<file path="config.mk">
export PLATFORM = sky130hd
export DESIGN_NAME = sse_event_parser_core
export DESIGN_NICKNAME = d
export VERILOG_FILES = /design/src/hw/rtl/sse_pkg.sv /design/src/hw/rtl/sse_event_parser_core.sv /design/src/hw/rtl/sse_mem.sv
export VERILOG_INCLUDE_DIRS = /design/src /design/src/hw/rtl
export SDC_FILE = /design/constraint.sdc
export NUM_CORES = 2
export LEC_CHECK = 0
export ABC_CLOCK_PERIOD_IN_PS = 17900
export CAP_MARGIN = 20
export CORE_ASPECT_RATIO = 0.8
export CORE_UTILIZATION = 35
export DETAILED_ROUTE_END_ITERATION = 6
export DONT_BUFFER_PORTS = 1
export REMOVE_ABC_BUFFERS = 1
export SLEW_MARGIN = 20
export SYNTH_ARGS = -nofsm -noshare
export SYNTH_HDL_FRONTEND = slang
export SYNTH_SLANG_ARGS = --single-unit
</file>
<file path="constraint.sdc">
create_clock -name clk -period 17.9 [get_ports clk]
set_clock_uncertainty 0.15 [all_clocks]
set_input_delay 1.79 -clock clk [delete_from_list [all_inputs] [get_ports clk]]
set_output_delay 1.79 -clock clk [all_outputs]
set_load 0.02 [all_outputs]
</file>
<file path="src/hw/rtl/assert_macros.svh">
// Assertion macros used by the RTL parser core
`ifndef ASSERT_MACROS_SVH
`define ASSERT_MACROS_SVH
// implication checked at every rising clock edge outside reset
`define ASSERT_IMPL(label, clk, rst_n, ante, cons) \
  label: assert property (@(posedge clk) disable iff (!rst_n) (ante) |-> (cons)) \
    else $error("assertion failed");
// next-cycle implication
`define ASSERT_NEXT(label, clk, rst_n, ante, cons) \
  label: assert property (@(posedge clk) disable iff (!rst_n) (ante) |=> (cons)) \
    else $error("assertion failed");
`endif

</file>
<file path="src/hw/rtl/sse_pkg.sv">
// Types and constants for the SSE event parser
`default_nettype none
package sse_pkg;
  localparam logic [7:0] CH_LF    = 8'h0A;
  localparam logic [7:0] CH_CR    = 8'h0D;
  localparam logic [7:0] CH_COLON = 8'h3A;
  localparam logic [7:0] CH_SPACE = 8'h20;
  localparam logic [7:0] CH_D = 8'h64;
  localparam logic [7:0] CH_A = 8'h61;
  localparam logic [7:0] CH_T = 8'h74;
  localparam logic [7:0] CH_E = 8'h65;
  localparam logic [7:0] CH_V = 8'h76;
  localparam logic [7:0] CH_N = 8'h6E;

  typedef enum logic [3:0] {
    ST_IDLE,     // collecting bytes
    ST_CRCHK,    // reading last kept byte of the line
    ST_HDR,      // reading header bytes one per cycle
    ST_DECIDE,   // classify line
    ST_COPY,     // copy line bytes into payload or type store
    ST_SEP,      // write separator newline
    ST_EMIT_T,   // emit type chunks
    ST_EMIT_D,   // emit data chunks
    ST_OUT       // hold a chunk until taken
  } state_t;
endpackage
`default_nettype wire

</file>
<file path="src/hw/rtl/sse_event_parser_core.sv">
// SSE event parser: an ordinary byte is taken while idle and written to line RAM.
// A line feed stalls the input through the CR check, the header reads, decide and,
// for a data or event line, the copy (after a separator for a later data line).
// A blank line with a pending event dispatches it: type then data chunks of up to
// eight bytes are read out, each held until taken, with the input stalled.
// Synchronous active-low reset clears lengths and flags; RAM stays undefined until written.
`default_nettype none
`include "assert_macros.svh"
module sse_event_parser_core import sse_pkg::*; #(
  parameter int FIELD_CAP = 64
) (
  input  wire logic        clk,
  input  wire logic        rst_n,
  input  wire logic        in_valid,
  output logic             in_stall,
  input  wire logic [7:0]  in_byte_in,
  output logic             out_valid,
  input  wire logic        out_stall,
  output logic             out_part,
  output logic [63:0]      out_packed_bytes,
  output logic [3:0]       out_byte_count,
  output logic             out_last_of_part,
  output logic             out_last_of_event,
  output logic             out_overflow_seen
);
  localparam int LW = $clog2(FIELD_CAP);      // line/type address width
  localparam int PW = $clog2(2*FIELD_CAP);    // payload address width
  localparam int LC = LW + 1;                 // line/type count width
  localparam int PC = PW + 1;                 // payload count width

  state_t state_r, state_nxt;
  logic [LC-1:0] line_len_r, line_len_nxt;
  logic [LC-1:0] eff_len_r, eff_len_nxt;   // line length after CR strip
  logic [LC-1:0] type_len_r, type_len_nxt;
  logic [PC-1:0] pay_len_r, pay_len_nxt;
  logic has_pay_r, has_pay_nxt;
  logic ovf_r, ovf_nxt;
  logic [2:0] hidx_r, hidx_nxt;            // header byte index
  logic hdr_comment_r, hdr_comment_nxt;
  logic hdr_data_r, hdr_data_nxt;
  logic hdr_event_r, hdr_event_nxt;
  logic sp_data_r, sp_data_nxt;            // space at offset 5
  logic sp_event_r, sp_event_nxt;          // space at offset 6
  logic [LC-1:0] rd_r, rd_nxt;             // copy read pointer
  logic rd_pend_r, rd_pend_nxt;            // read issued last cycle
  logic to_type_r, to_type_nxt;
  logic [PC-1:0] epos_r, epos_nxt;         // emit position
  logic [3:0] ecnt_r, ecnt_nxt;            // bytes gathered in chunk
  logic [63:0] pk_r, pk_nxt;
  logic part_r, part_nxt;
  logic lop_r, lop_nxt, loe_r, loe_nxt;

  // RAM ports
  logic          l_we, t_we, p_we;
  logic [LW-1:0] l_wa, l_ra, t_wa, t_ra;
  logic [PW-1:0] p_wa, p_ra;
  logic [7:0]    l_wd, t_wd, p_wd, l_rd, t_rd, p_rd;

  sse_mem #(.Depth(FIELD_CAP))   u_line (.clk, .we(l_we), .waddr(l_wa), .wdata(l_wd),
                                         .raddr(l_ra), .rdata(l_rd));
  sse_mem #(.Depth(FIELD_CAP))   u_type (.clk, .we(t_we), .waddr(t_wa), .wdata(t_wd),
                                         .raddr(t_ra), .rdata(t_rd));
  sse_mem #(.Depth(2*FIELD_CAP)) u_pay  (.clk, .we(p_we), .waddr(p_wa), .wdata(p_wd),
                                         .raddr(p_ra), .rdata(p_rd));

  logic acc_in, acc_out;
  assign in_stall = (state_r != ST_IDLE);
  assign acc_in   = in_valid && !in_stall;
  assign out_valid = (state_r == ST_OUT);
  assign acc_out  = out_valid && !out_stall;
  assign out_part = part_r;
  assign out_packed_bytes = pk_r;
  assign out_byte_count = ecnt_r;
  assign out_last_of_part = lop_r;
  assign out_last_of_event = loe_r;
  assign out_overflow_seen = ovf_r;

  always_ff @(posedge clk) begin
    if (!rst_n) begin
      state_r <= ST_IDLE;
      line_len_r <= '0;
      type_len_r <= '0;
      pay_len_r <= '0;
      has_pay_r <= 1'b0;
      ovf_r <= 1'b0;
      rd_pend_r <= 1'b0;
    end else begin
      state_r <= state_nxt;
      line_len_r <= line_len_nxt;
      type_len_r <= type_len_nxt;
      pay_len_r <= pay_len_nxt;
      has_pay_r <= has_pay_nxt;
      ovf_r <= ovf_nxt;
      rd_pend_r <= rd_pend_nxt;
    end
    eff_len_r <= eff_len_nxt;
    hidx_r <= hidx_nxt;
    hdr_comment_r <= hdr_comment_nxt;
    hdr_data_r <= hdr_data_nxt;
    hdr_event_r <= hdr_event_nxt;
    sp_data_r <= sp_data_nxt;
    sp_event_r <= sp_event_nxt;
    rd_r <= rd_nxt;
    to_type_r <= to_type_nxt;
    epos_r <= epos_nxt;
    ecnt_r <= ecnt_nxt;
    pk_r <= pk_nxt;
    part_r <= part_nxt;
    lop_r <= lop_nxt;
    loe_r <= loe_nxt;
  end

  // expected header byte at index i
  function automatic logic [7:0] data_ch(input logic [2:0] i);
    case (i)
      3'd0: data_ch = CH_D;
      3'd1: data_ch = CH_A;
      3'd2: data_ch = CH_T;
      3'd3: data_ch = CH_A;
      3'd4: data_ch = CH_COLON;
      default: data_ch = CH_SPACE;
    endcase
  endfunction
  function automatic logic [7:0] event_ch(input logic [2:0] i);
    case (i)
      3'd0: event_ch = CH_E;
      3'd1: event_ch = CH_V;
      3'd2: event_ch = CH_E;
      3'd3: event_ch = CH_N;
      3'd4: event_ch = CH_T;
      3'd5: event_ch = CH_COLON;
      default: event_ch = CH_SPACE;
    endcase
  endfunction

  logic [2:0] hprev;
  logic [LC-1:0] cur_len, tlen_lim;
  logic [PC-1:0] elen;
  logic [7:0] rbyte;

  always_comb begin
    state_nxt = state_r;
    line_len_nxt = line_len_r;
    eff_len_nxt = eff_len_r;
    type_len_nxt = type_len_r;
    pay_len_nxt = pay_len_r;
    has_pay_nxt = has_pay_r;
    ovf_nxt = ovf_r;
    hidx_nxt = hidx_r;
    hdr_comment_nxt = hdr_comment_r;
    hdr_data_nxt = hdr_data_r;
    hdr_event_nxt = hdr_event_r;
    sp_data_nxt = sp_data_r;
    sp_event_nxt = sp_event_r;
    rd_nxt = rd_r;
    rd_pend_nxt = 1'b0;
    to_type_nxt = to_type_r;
    epos_nxt = epos_r;
    ecnt_nxt = ecnt_r;
    pk_nxt = pk_r;
    part_nxt = part_r;
    lop_nxt = lop_r;
    loe_nxt = loe_r;
    l_we = 1'b0; l_wa = line_len_r[LW-1:0]; l_wd = in_byte_in;
    l_ra = '0;
    t_we = 1'b0; t_wa = type_len_r[LW-1:0]; t_wd = l_rd; t_ra = epos_r[LW-1:0];
    p_we = 1'b0; p_wa = pay_len_r[PW-1:0]; p_wd = l_rd; p_ra = epos_r[PW-1:0];
    hprev = hidx_r - 3'd1;
    cur_len = '0;
    tlen_lim = '0;
    elen = '0;
    rbyte = part_r ? p_rd : t_rd;

    case (state_r)
      ST_IDLE: begin
        if (acc_in) begin
          if (in_byte_in == CH_LF) begin
            l_ra = line_len_r[LW-1:0] - 1'b1;
            state_nxt = ST_CRCHK;
          end else if (line_len_r < LC'(FIELD_CAP)) begin
            l_we = 1'b1;
            line_len_nxt = line_len_r + 1'b1;
          end else begin
            ovf_nxt = 1'b1;
          end
        end
      end
      ST_CRCHK: begin
        cur_len = line_len_r;
        if (line_len_r != '0 && l_rd == CH_CR) cur_len = line_len_r - 1'b1;
        eff_len_nxt = cur_len;
        hidx_nxt = 3'd0;
        hdr_comment_nxt = 1'b0;
        hdr_data_nxt = (cur_len >= LC'(5));
        hdr_event_nxt = (cur_len >= LC'(6));
        sp_data_nxt = (cur_len > LC'(5));
        sp_event_nxt = (cur_len > LC'(6));
        l_ra = '0;
        if (cur_len == '0) begin
          line_len_nxt = '0;
          if (!has_pay_r && type_len_r == '0) begin
            state_nxt = ST_IDLE;
          end else begin
            part_nxt = 1'b0;
            epos_nxt = '0;
            ecnt_nxt = '0;
            pk_nxt = '0;
            // first type byte is read now, valid in the first emit cycle
            t_ra = '0;
            rd_pend_nxt = 1'b1;
            state_nxt = ST_EMIT_T;
          end
        end else begin
          hidx_nxt = 3'd1;
          state_nxt = ST_HDR;
        end
      end
      ST_HDR: begin
        // l_rd holds byte hidx_r-1; issue next read
        l_ra = LW'(hidx_r);
        if (hprev == 3'd0) hdr_comment_nxt = (l_rd == CH_COLON);
        if (hprev < 3'd5 && l_rd != data_ch(hprev)) hdr_data_nxt = 1'b0;
        if (hprev == 3'd5 && l_rd != CH_SPACE) sp_data_nxt = 1'b0;
        if (hprev < 3'd6 && l_rd != event_ch(hprev)) hdr_event_nxt = 1'b0;
        if (hprev == 3'd6 && l_rd != CH_SPACE) sp_event_nxt = 1'b0;
        if (hprev == 3'd6 || LC'(hidx_r) >= eff_len_r) state_nxt = ST_DECIDE;
        else hidx_nxt = hidx_r + 3'd1;
      end
      ST_DECIDE: begin
        line_len_nxt = '0;
        state_nxt = ST_IDLE;
        if (!hdr_comment_r) begin
          if (hdr_data_r) begin
            has_pay_nxt = 1'b1;
            if (pay_len_r < PC'(FIELD_CAP)) begin
              to_type_nxt = 1'b0;
              rd_nxt = sp_data_r ? LC'(6) : LC'(5);
              state_nxt = has_pay_r ? ST_SEP : ST_COPY;
            end else begin
              ovf_nxt = 1'b1;
            end
          end else if (hdr_event_r) begin
            to_type_nxt = 1'b1;
            type_len_nxt = '0;
            rd_nxt = sp_event_r ? LC'(7) : LC'(6);
            state_nxt = ST_COPY;
          end
        end
      end
      ST_SEP: begin
        p_we = 1'b1;
        p_wd = CH_LF;
        pay_len_nxt = pay_len_r + 1'b1;
        state_nxt = ST_COPY;
      end
      ST_COPY: begin
        // issue read of rd_r, write byte read last cycle
        l_ra = rd_r[LW-1:0];
        tlen_lim = type_len_r;
        if (rd_pend_r) begin
          if (to_type_r) begin
            if (type_len_r < LC'(FIELD_CAP)) begin
              t_we = 1'b1;
              type_len_nxt = type_len_r + 1'b1;
              tlen_lim = type_len_r + 1'b1;
            end
          end else if (pay_len_r < PC'(2*FIELD_CAP)) begin
            p_we = 1'b1;
            pay_len_nxt = pay_len_r + 1'b1;
          end else begin
            ovf_nxt = 1'b1;
          end
        end
        if (rd_r < eff_len_r && !(to_type_r && tlen_lim >= LC'(FIELD_CAP))) begin
          rd_pend_nxt = 1'b1;
          rd_nxt = rd_r + 1'b1;
        end else if (!rd_pend_r) begin
          state_nxt = ST_IDLE;
        end
        // a pending write this cycle with nothing issued ends next cycle
        if (rd_pend_r && !rd_pend_nxt) state_nxt = ST_IDLE;
      end
      ST_EMIT_T, ST_EMIT_D: begin
        // rd_pend_r: read data of epos_r is valid now
        elen = part_r ? pay_len_r : PC'(type_len_r);
        t_ra = epos_r[LW-1:0];
        p_ra = epos_r[PW-1:0];
        if (epos_r >= elen) begin
          // string finished
          lop_nxt = 1'b1;
          loe_nxt = part_r;
          state_nxt = ST_OUT;
        end else if (!rd_pend_r) begin
          rd_pend_nxt = 1'b1;
        end else begin
          pk_nxt = pk_r | (64'(rbyte) << {ecnt_r[2:0], 3'b000});
          ecnt_nxt = ecnt_r + 4'd1;
          epos_nxt = epos_r + 1'b1;
          if (ecnt_r == 4'd7 || epos_r + 1'b1 >= elen) begin
            lop_nxt = (epos_r + 1'b1 >= elen);
            loe_nxt = part_r && (epos_r + 1'b1 >= elen);
            state_nxt = ST_OUT;
          end
        end
      end
      ST_OUT: begin
        if (acc_out) begin
          ecnt_nxt = '0;
          pk_nxt = '0;
          if (!lop_r) begin
            state_nxt = part_r ? ST_EMIT_D : ST_EMIT_T;
          end else if (!part_r) begin
            part_nxt = 1'b1;
            epos_nxt = '0;
            lop_nxt = 1'b0;
            state_nxt = ST_EMIT_D;
          end else begin
            pay_len_nxt = '0;
            type_len_nxt = '0;
            has_pay_nxt = 1'b0;
            lop_nxt = 1'b0;
            loe_nxt = 1'b0;
            state_nxt = ST_IDLE;
          end
        end
      end
      default: state_nxt = ST_IDLE;
    endcase
  end

  `ASSERT_IMPL(a_len_cap, clk, rst_n, 1'b1, line_len_r <= LC'(FIELD_CAP))
  `ASSERT_IMPL(a_cnt_max, clk, rst_n, out_valid, out_byte_count <= 4'd8)
  `ASSERT_IMPL(a_loe_lop, clk, rst_n, out_valid && out_last_of_event, out_last_of_part)
  `ASSERT_NEXT(a_ovf_sticky, clk, rst_n, ovf_r, ovf_r)
endmodule
`default_nettype wire

</file>
<file path="src/hw/rtl/sse_mem.sv">
// Simple dual-port synchronous RAM (one write port, one read port), registered read
`default_nettype none
module sse_mem #(
  parameter int Depth = 64
) (
  input  wire logic                     clk,
  input  wire logic                     we,
  input  wire logic [$clog2(Depth)-1:0] waddr,
  input  wire logic [7:0]               wdata,
  input  wire logic [$clog2(Depth)-1:0] raddr,
  output logic      [7:0]               rdata
);
  logic [7:0] mem [Depth];
  always_ff @(posedge clk) begin
    if (we) mem[waddr] <= wdata;
    rdata <= mem[raddr];
  end
endmodule
`default_nettype wire

</file>
== After elaboration in Yosys (flattened, before gate mapping) ==
Memory sizes are Yosys's and may differ from the RTL's. A register that Yosys moved wholly into a read port is not among the register bits.
Cells that the tools add are included.
Widths: inputs -> output; s select.
Storage, ports and cells
  flip-flop bits (word level): 131
  RAM bits: 2048
  input bits: 12
  output and inout port bits: 74
  logic and storage cells: 327
  memories: 3
Memories
  u_pay.mem: depth 128, bits a word 8, read ports 1, clocked after Yosys merged registers in 1, wr ports 1, RTL line sse_mem.sv:13  | logic [7:0] mem [Depth];
  u_line.mem: depth 64, bits a word 8, read ports 1, clocked after Yosys merged registers in 1, wr ports 1, RTL line sse_mem.sv:13
  u_type.mem: depth 64, bits a word 8, read ports 1, clocked after Yosys merged registers in 1, wr ports 1, RTL line sse_mem.sv:13
Cells by class
  add/sub/neg operators: 10
  order comparisons: 15
  eq/ne operators: 58
  shifts and indexed selects: 1
  muxes and demuxes: 158
  bitwise operators: 2
  reductions and logical operators: 58
Operators with widths (count)
  $mux 64: 5
  $pmux 64 s3: 1
  $mux 7: 21
  $mux 8: 18
  $mux 4: 18
  $or 64x64->64: 1
  $shl 8x6->64: 1
  $mux 1: 60
  $ne 2x2->1 const B: 27
  $pmux 8 s3: 2
  $pmux 7 s3: 2
  $pmux 7 s5: 1
  $pmux 4 s8: 1
  $mux 6: 5
  $pmux 7 s4: 1
  $add 7x1->7 const B: 3
  $eq 4x3->1 const B: 5
  $pmux 1 s2: 10
  $mux 3: 6
  $ne 3x3->1 const B: 6
  $pmux 6 s3: 1
  $reduce_and 6->1: 3
  $add 8x1->8 const B: 2
  $eq 8x4->1 const B: 2
  other kinds (48): 100

== Depth between registers and ports, before layout ==
  depth in word-level cells: 15
  mapped depth: 15
  depth with buffers taken out: 12

== Cells and area by module ==
Synthesis repeated with hierarchy kept, for this count alone.
Unflattened totals
  cell total of the unflattened synthesis: 4337
  area, all modules: 87714.1 um2
Modules (own cells, without submodules)
  sse_mem (u_pay): instances 1, cells each 1635, area each 39665.5 um2, sequential area each 30909.6 um2
  sse_mem (u_line): instances 1, cells each 972, area each 20190.6 um2, sequential area each 15534.9 um2
  sse_mem (u_type): instances 1, cells each 940, area each 20166.8 um2, sequential area each 15534.9 um2
  sse_event_parser_core: instances 1, cells each 790, area each 7691.1 um2, sequential area each 3643.5 um2

== Worst setup path before layout ==
No wires, ideal clock.
  kind: register to register
  start point: reg u_line.rdata[0], read port of u_line.mem
  end point: reg ecnt_r[0], in the netlist out_byte_count[0] (enable)
  setup time: 0.578 ns
  data arrival time: 7.896 ns
  required time: 17.172 ns
  setup slack: 9.276 ns
  cell stages (with the launch flop): 10
  buffers on the path: 2
  clock period less this slack: 8.624 ns
  cells stage by stage: dfxtp_1 buf_2 or4b_4 nor4_1 mux2i_1 nand4_2 buf_2 nor2_1 a21oi_1 nor3_1
On the way
  word-level cells in the longest chain between the ends: 7
Ends and longest elaborated chain
  start, declared: RTL line sse_mem.sv:11  | output logic [7:0] rdata
  $eq 8x4->1: RTL line sse_event_parser_core.sv:190  | if (line_len_r != '0 && l_rd == CH_CR) cur_len = line_len_r - 1'b1;
  $logic_and 1x1->1: RTL line sse_event_parser_core.sv:190
  $mux 7: RTL line sse_event_parser_core.sv:190
  $mux 7: RTL line sse_event_parser_core.sv:174  | case (state_r)
  $logic_not 7->1: RTL line sse_event_parser_core.sv:199  | if (cur_len == '0) begin
  $ne 2x2->1 (no line)
  $reduce_and 6->1 (no line)
  end signal, assigned: RTL line sse_event_parser_core.sv:106  | ecnt_r <= ecnt_nxt;
  end, declared: RTL line sse_event_parser_core.sv:48  | logic [3:0] ecnt_r, ecnt_nxt;
No other way between the ends. The select of a mux whose other input is x is not followed.
A chain may end at the register's enable or synchronous reset.

== Worst setup path after layout ==
  start point: in in_byte_in[3]
  end point: reg u_line.rdata[3], read port of u_line.mem
On the way
  word-level cells in the longest chain between the ends: 4
Ends and longest elaborated chain
  start, declared: RTL line sse_event_parser_core.sv:16  | input wire logic [7:0] in_byte_in,
  $eq 8x4->1: RTL line sse_event_parser_core.sv:177  | if (in_byte_in == CH_LF) begin
  $mux 6: RTL line sse_event_parser_core.sv:177
  $mux 6: RTL line sse_event_parser_core.sv:176  | if (acc_in) begin
  $pmux 6 s3: RTL line sse_event_parser_core.sv:174
No other way between the ends.

==> results.md <==
- Largest net degree at the start of global routing: 127
- Final core occ: 39.7%
- Grt ovf: 0
- Max_slew headroom: 22.0%
- Clk root buf: clkbuf_16
- Placer Congestion: 0.832
- Yosys top cell by area: edfxtp_1
- CTS resizes: 0
- Core Box Area: 251000 sq um
- Top-area cell type share of the netlist area: 72.7%
- Drt drc: 0
- Top FF cell, synth: edfxtp_1
- CP Launch Type: primary input
- Initial antenna violation count: 4
- Crit Path Category: in -> reg
- WL per Instance: 26.1 um
- Fin. max-slew vios: 0
- Max cap viols: 0
- Asr flop ratio synth: 0%
- Width of the die: 565 um
- Vias in the first global route: 48810
- Leak Pwr: 0.0316 uW
- Max FO, Critical Path: 71
- Std cell rows: 164
- Mapped cell area: 88700 sq um
- Die area: 256000 sq um
- Post-CTS Setup Bufs: 0
- FF+latch count, synth: 2203
- CTS tree: done
- Post-DP HPWL: 138000 um
- Initial DRC Count: 6295
- # IOs: 86
- PortBufs: 0
- Final setup fails: 0
- Final ANT Viol Nets: 0
- Post-synth EDFFs: 2150
- Final hold violations: 0
- Top cells by area, synth: edfxtp_1 (73%), mux4_2 (4.9%), mux2i_1 (3.9%), nor2_1 (1.9%), nand2_1 (1.9%)
- Num CTS Buffers: 219
- Chip height: 452 um
- Critical Path RT: 18490 ps
- Crit path DAT: 7000 ps
- RSZ-0062 raised after global routing: no
- Filler cells: 22657
- Layout cells sized above 1: 13.0%
- Area added between synthesis and finish: 12.2%
- Netlist cell types: 94
- Period Utilization, post-route: 35.8%
- Most frequent cells in the layout: edfxtp_1 (2150), nor2_1 (441), nand2_1 (437), mux2i_1 (348), clkbuf_16 (222)
- Setup crit end kind: register
- First-pass GRT wire length: 341000 um
- Hold/Removal Path Class: reg -> reg
- Clock Sinks: 2203
- Fin crit period: 6410 ps
- Worst vdd ir: 0.106 mV
- Starting Density: 35.4%
- DR vias/cell: 5.58
- Net count, final: 5507
- Clock transition at the registers of the reported paths: 60 ps
- Max Freq: 156 MHz
- GRT Resource Usage Total: 17.9%
- Vias: 49946
- CTS Buffer Depth: 4
- Pwr Density: 145 nW/um^2
- Skew-Pair Late Insertion Delay: 910 ps
- Commonest non-fill, non-tap cell in the layout: edfxtp_1
- Worst-Margin Slew: 1170 ps
- Length of the first detailed-routing pass in iterations: 6
- FF-to-FF setup slack: 11850 ps
- PnR Total Power: 14400 uW
- Cts hold-fix bufs: 0
- Htree depth: 4
- YS warnings: 0
- Post-Syn Instances: 5476
- Register area share after synthesis: 73.9%
- Syn Area/Cell: 16.2 sq um
- Status: finished, final reports clean
- WL final: 234000 um
worst paths after layout:
kind / from / endpoint / cells past startpoint
max reg2reg: state_r[3]$_SDFFE_PN0P_ / u_line.rdata[3]$_DFF_P_ / 11
max: in_byte_in[3] / u_line.rdata[3]$_DFF_P_ / 11
min reg2reg: has_pay_r$_SDFFE_PN0P_ / has_pay_r$_SDFFE_PN0P_ / 1
min: has_pay_r$_SDFFE_PN0P_ / has_pay_r$_SDFFE_PN0P_ / 1
cell usage after synthesis, types with 9 or more instances:
library cell / count
edfxtp_1: 2150
nor2_1: 445
nand2_1: 440
mux2i_1: 348
a21oi_1: 214
clkbuf_1: 203
mux4_2: 193
o221ai_1: 144
a211oi_1: 116
o21ai_0: 105
o22ai_1: 102
a31oi_1: 81
buf_1: 72
nand3_1: 72
and2_1: 55
dfxtp_1: 53
buf_2: 50
mux2_2: 48
nor3_1: 47
and2_0: 42
ha_1: 39
inv_1: 35
and3_1: 34
a221o_1: 28
a221oi_1: 26
or3_1: 25
xnor2_1: 23
o32ai_1: 20
nor2b_1: 17
o311ai_0: 17
xor2_1: 17
o31ai_1: 13
a311oi_1: 12
nand2b_1: 12
a21o_1: 11
a22oi_1: 11
nand4_1: 10
buf_4: 9
nand3b_1: 9
critical path, stage by stage:
cell and delay (ps):
nor4bb_1 560, nand4_1 560, o21ai_4 1010, buf_4 720, buf_4 770, mux2i_1 280, mux2_2 180, o32ai_1 80
a221oi_1 430, o22ai_1 190, a221o_1 300
flip-flops by register name (all words and copies together), names as in the netlist, 3 cells and up:
name              flops
rd_r                  7
type_len_r            7
u_pay.rdata           8
u_line.rdata          8
u_type.mem          512
out_packed_bytes     64
pay_len_r             8
state_r               4
u_line.mem          512
out_byte_count        4
line_len_r            7
u_type.rdata          8
hidx_r                3
epos_r                8
u_pay.mem          1024
eff_len_r             7
per-stage QoR:
step / std cells / area, sq um / hold slack, ps / worst slack [ps] / TNS (ps)
floorplan: 5136 / 87300 / 313 / -11010 / -921230
global placement: 8546 / 92400 / 354 / 10880 / 0
detailed placement: 8548 / 92400 / 361 / 10770 / 0
CTS: 8939 / 99500 / 378 / 11690 / 0
global route: 8946 / 99600 / 403 / 11320 / 0
finish: 8947 / 99600 / 381 / 11490 / 0
layout make-up:
type | count | area [sq um] | share of cell area (%)
Clock buffer | 265 | 5830 | 5.85
Inverter | 37 | 143 | 0.143
Antenna cell | 1 | 2.50 | 0.00251
Clock inverter | 126 | 1230 | 1.23
Multi-Input combinational cell | 2896 | 21800 | 21.8
Sequential cell | 2203 | 65600 | 65.9
Tap cell | 3320 | 4150 | 4.17
Timing Repair Buffer | 99 | 843 | 0.847
report_power, final:
part | internal (uW) | leakage, uW | total, uW | switching [uW]
registers | 6380 | 0.0198 | 6540 | 162
logic | 917 | 0.00827 | 3270 | 2360
clock network | 2630 | 0.00348 | 4580 | 1960
total | 9920 | 0.0316 | 14400 | 4470
layer usage:
metal / up-vias / global-route usage [%] / part of all wire (%) / wire, um
li1: 21697 / - / - / -
met4: 0 / 3.91 / 1.9 / 4340
met1: 25754 / 26.7 / 45 / 104000
met3: 323 / 3.29 / 8.5 / 19900
met5: - / 0 / 0 / 0
met2: 2172 / 27.2 / 45 / 105000
logic make-up (layout without fill, tap and decap cells):
kind of cell	Yosys count	in the layout	synth area share (%)
compound gates	978	978	7.67
xor+xnor	40	40	0.395
fa+ha+maj	39	39	0.550
buf+inv	377	527	1.75
flops	2203	2203	73.9
mux	589	589	9.43
other cells	0	1	0
simple gates	1250	1250	6.26
Power figures use the tool's default switching activity.
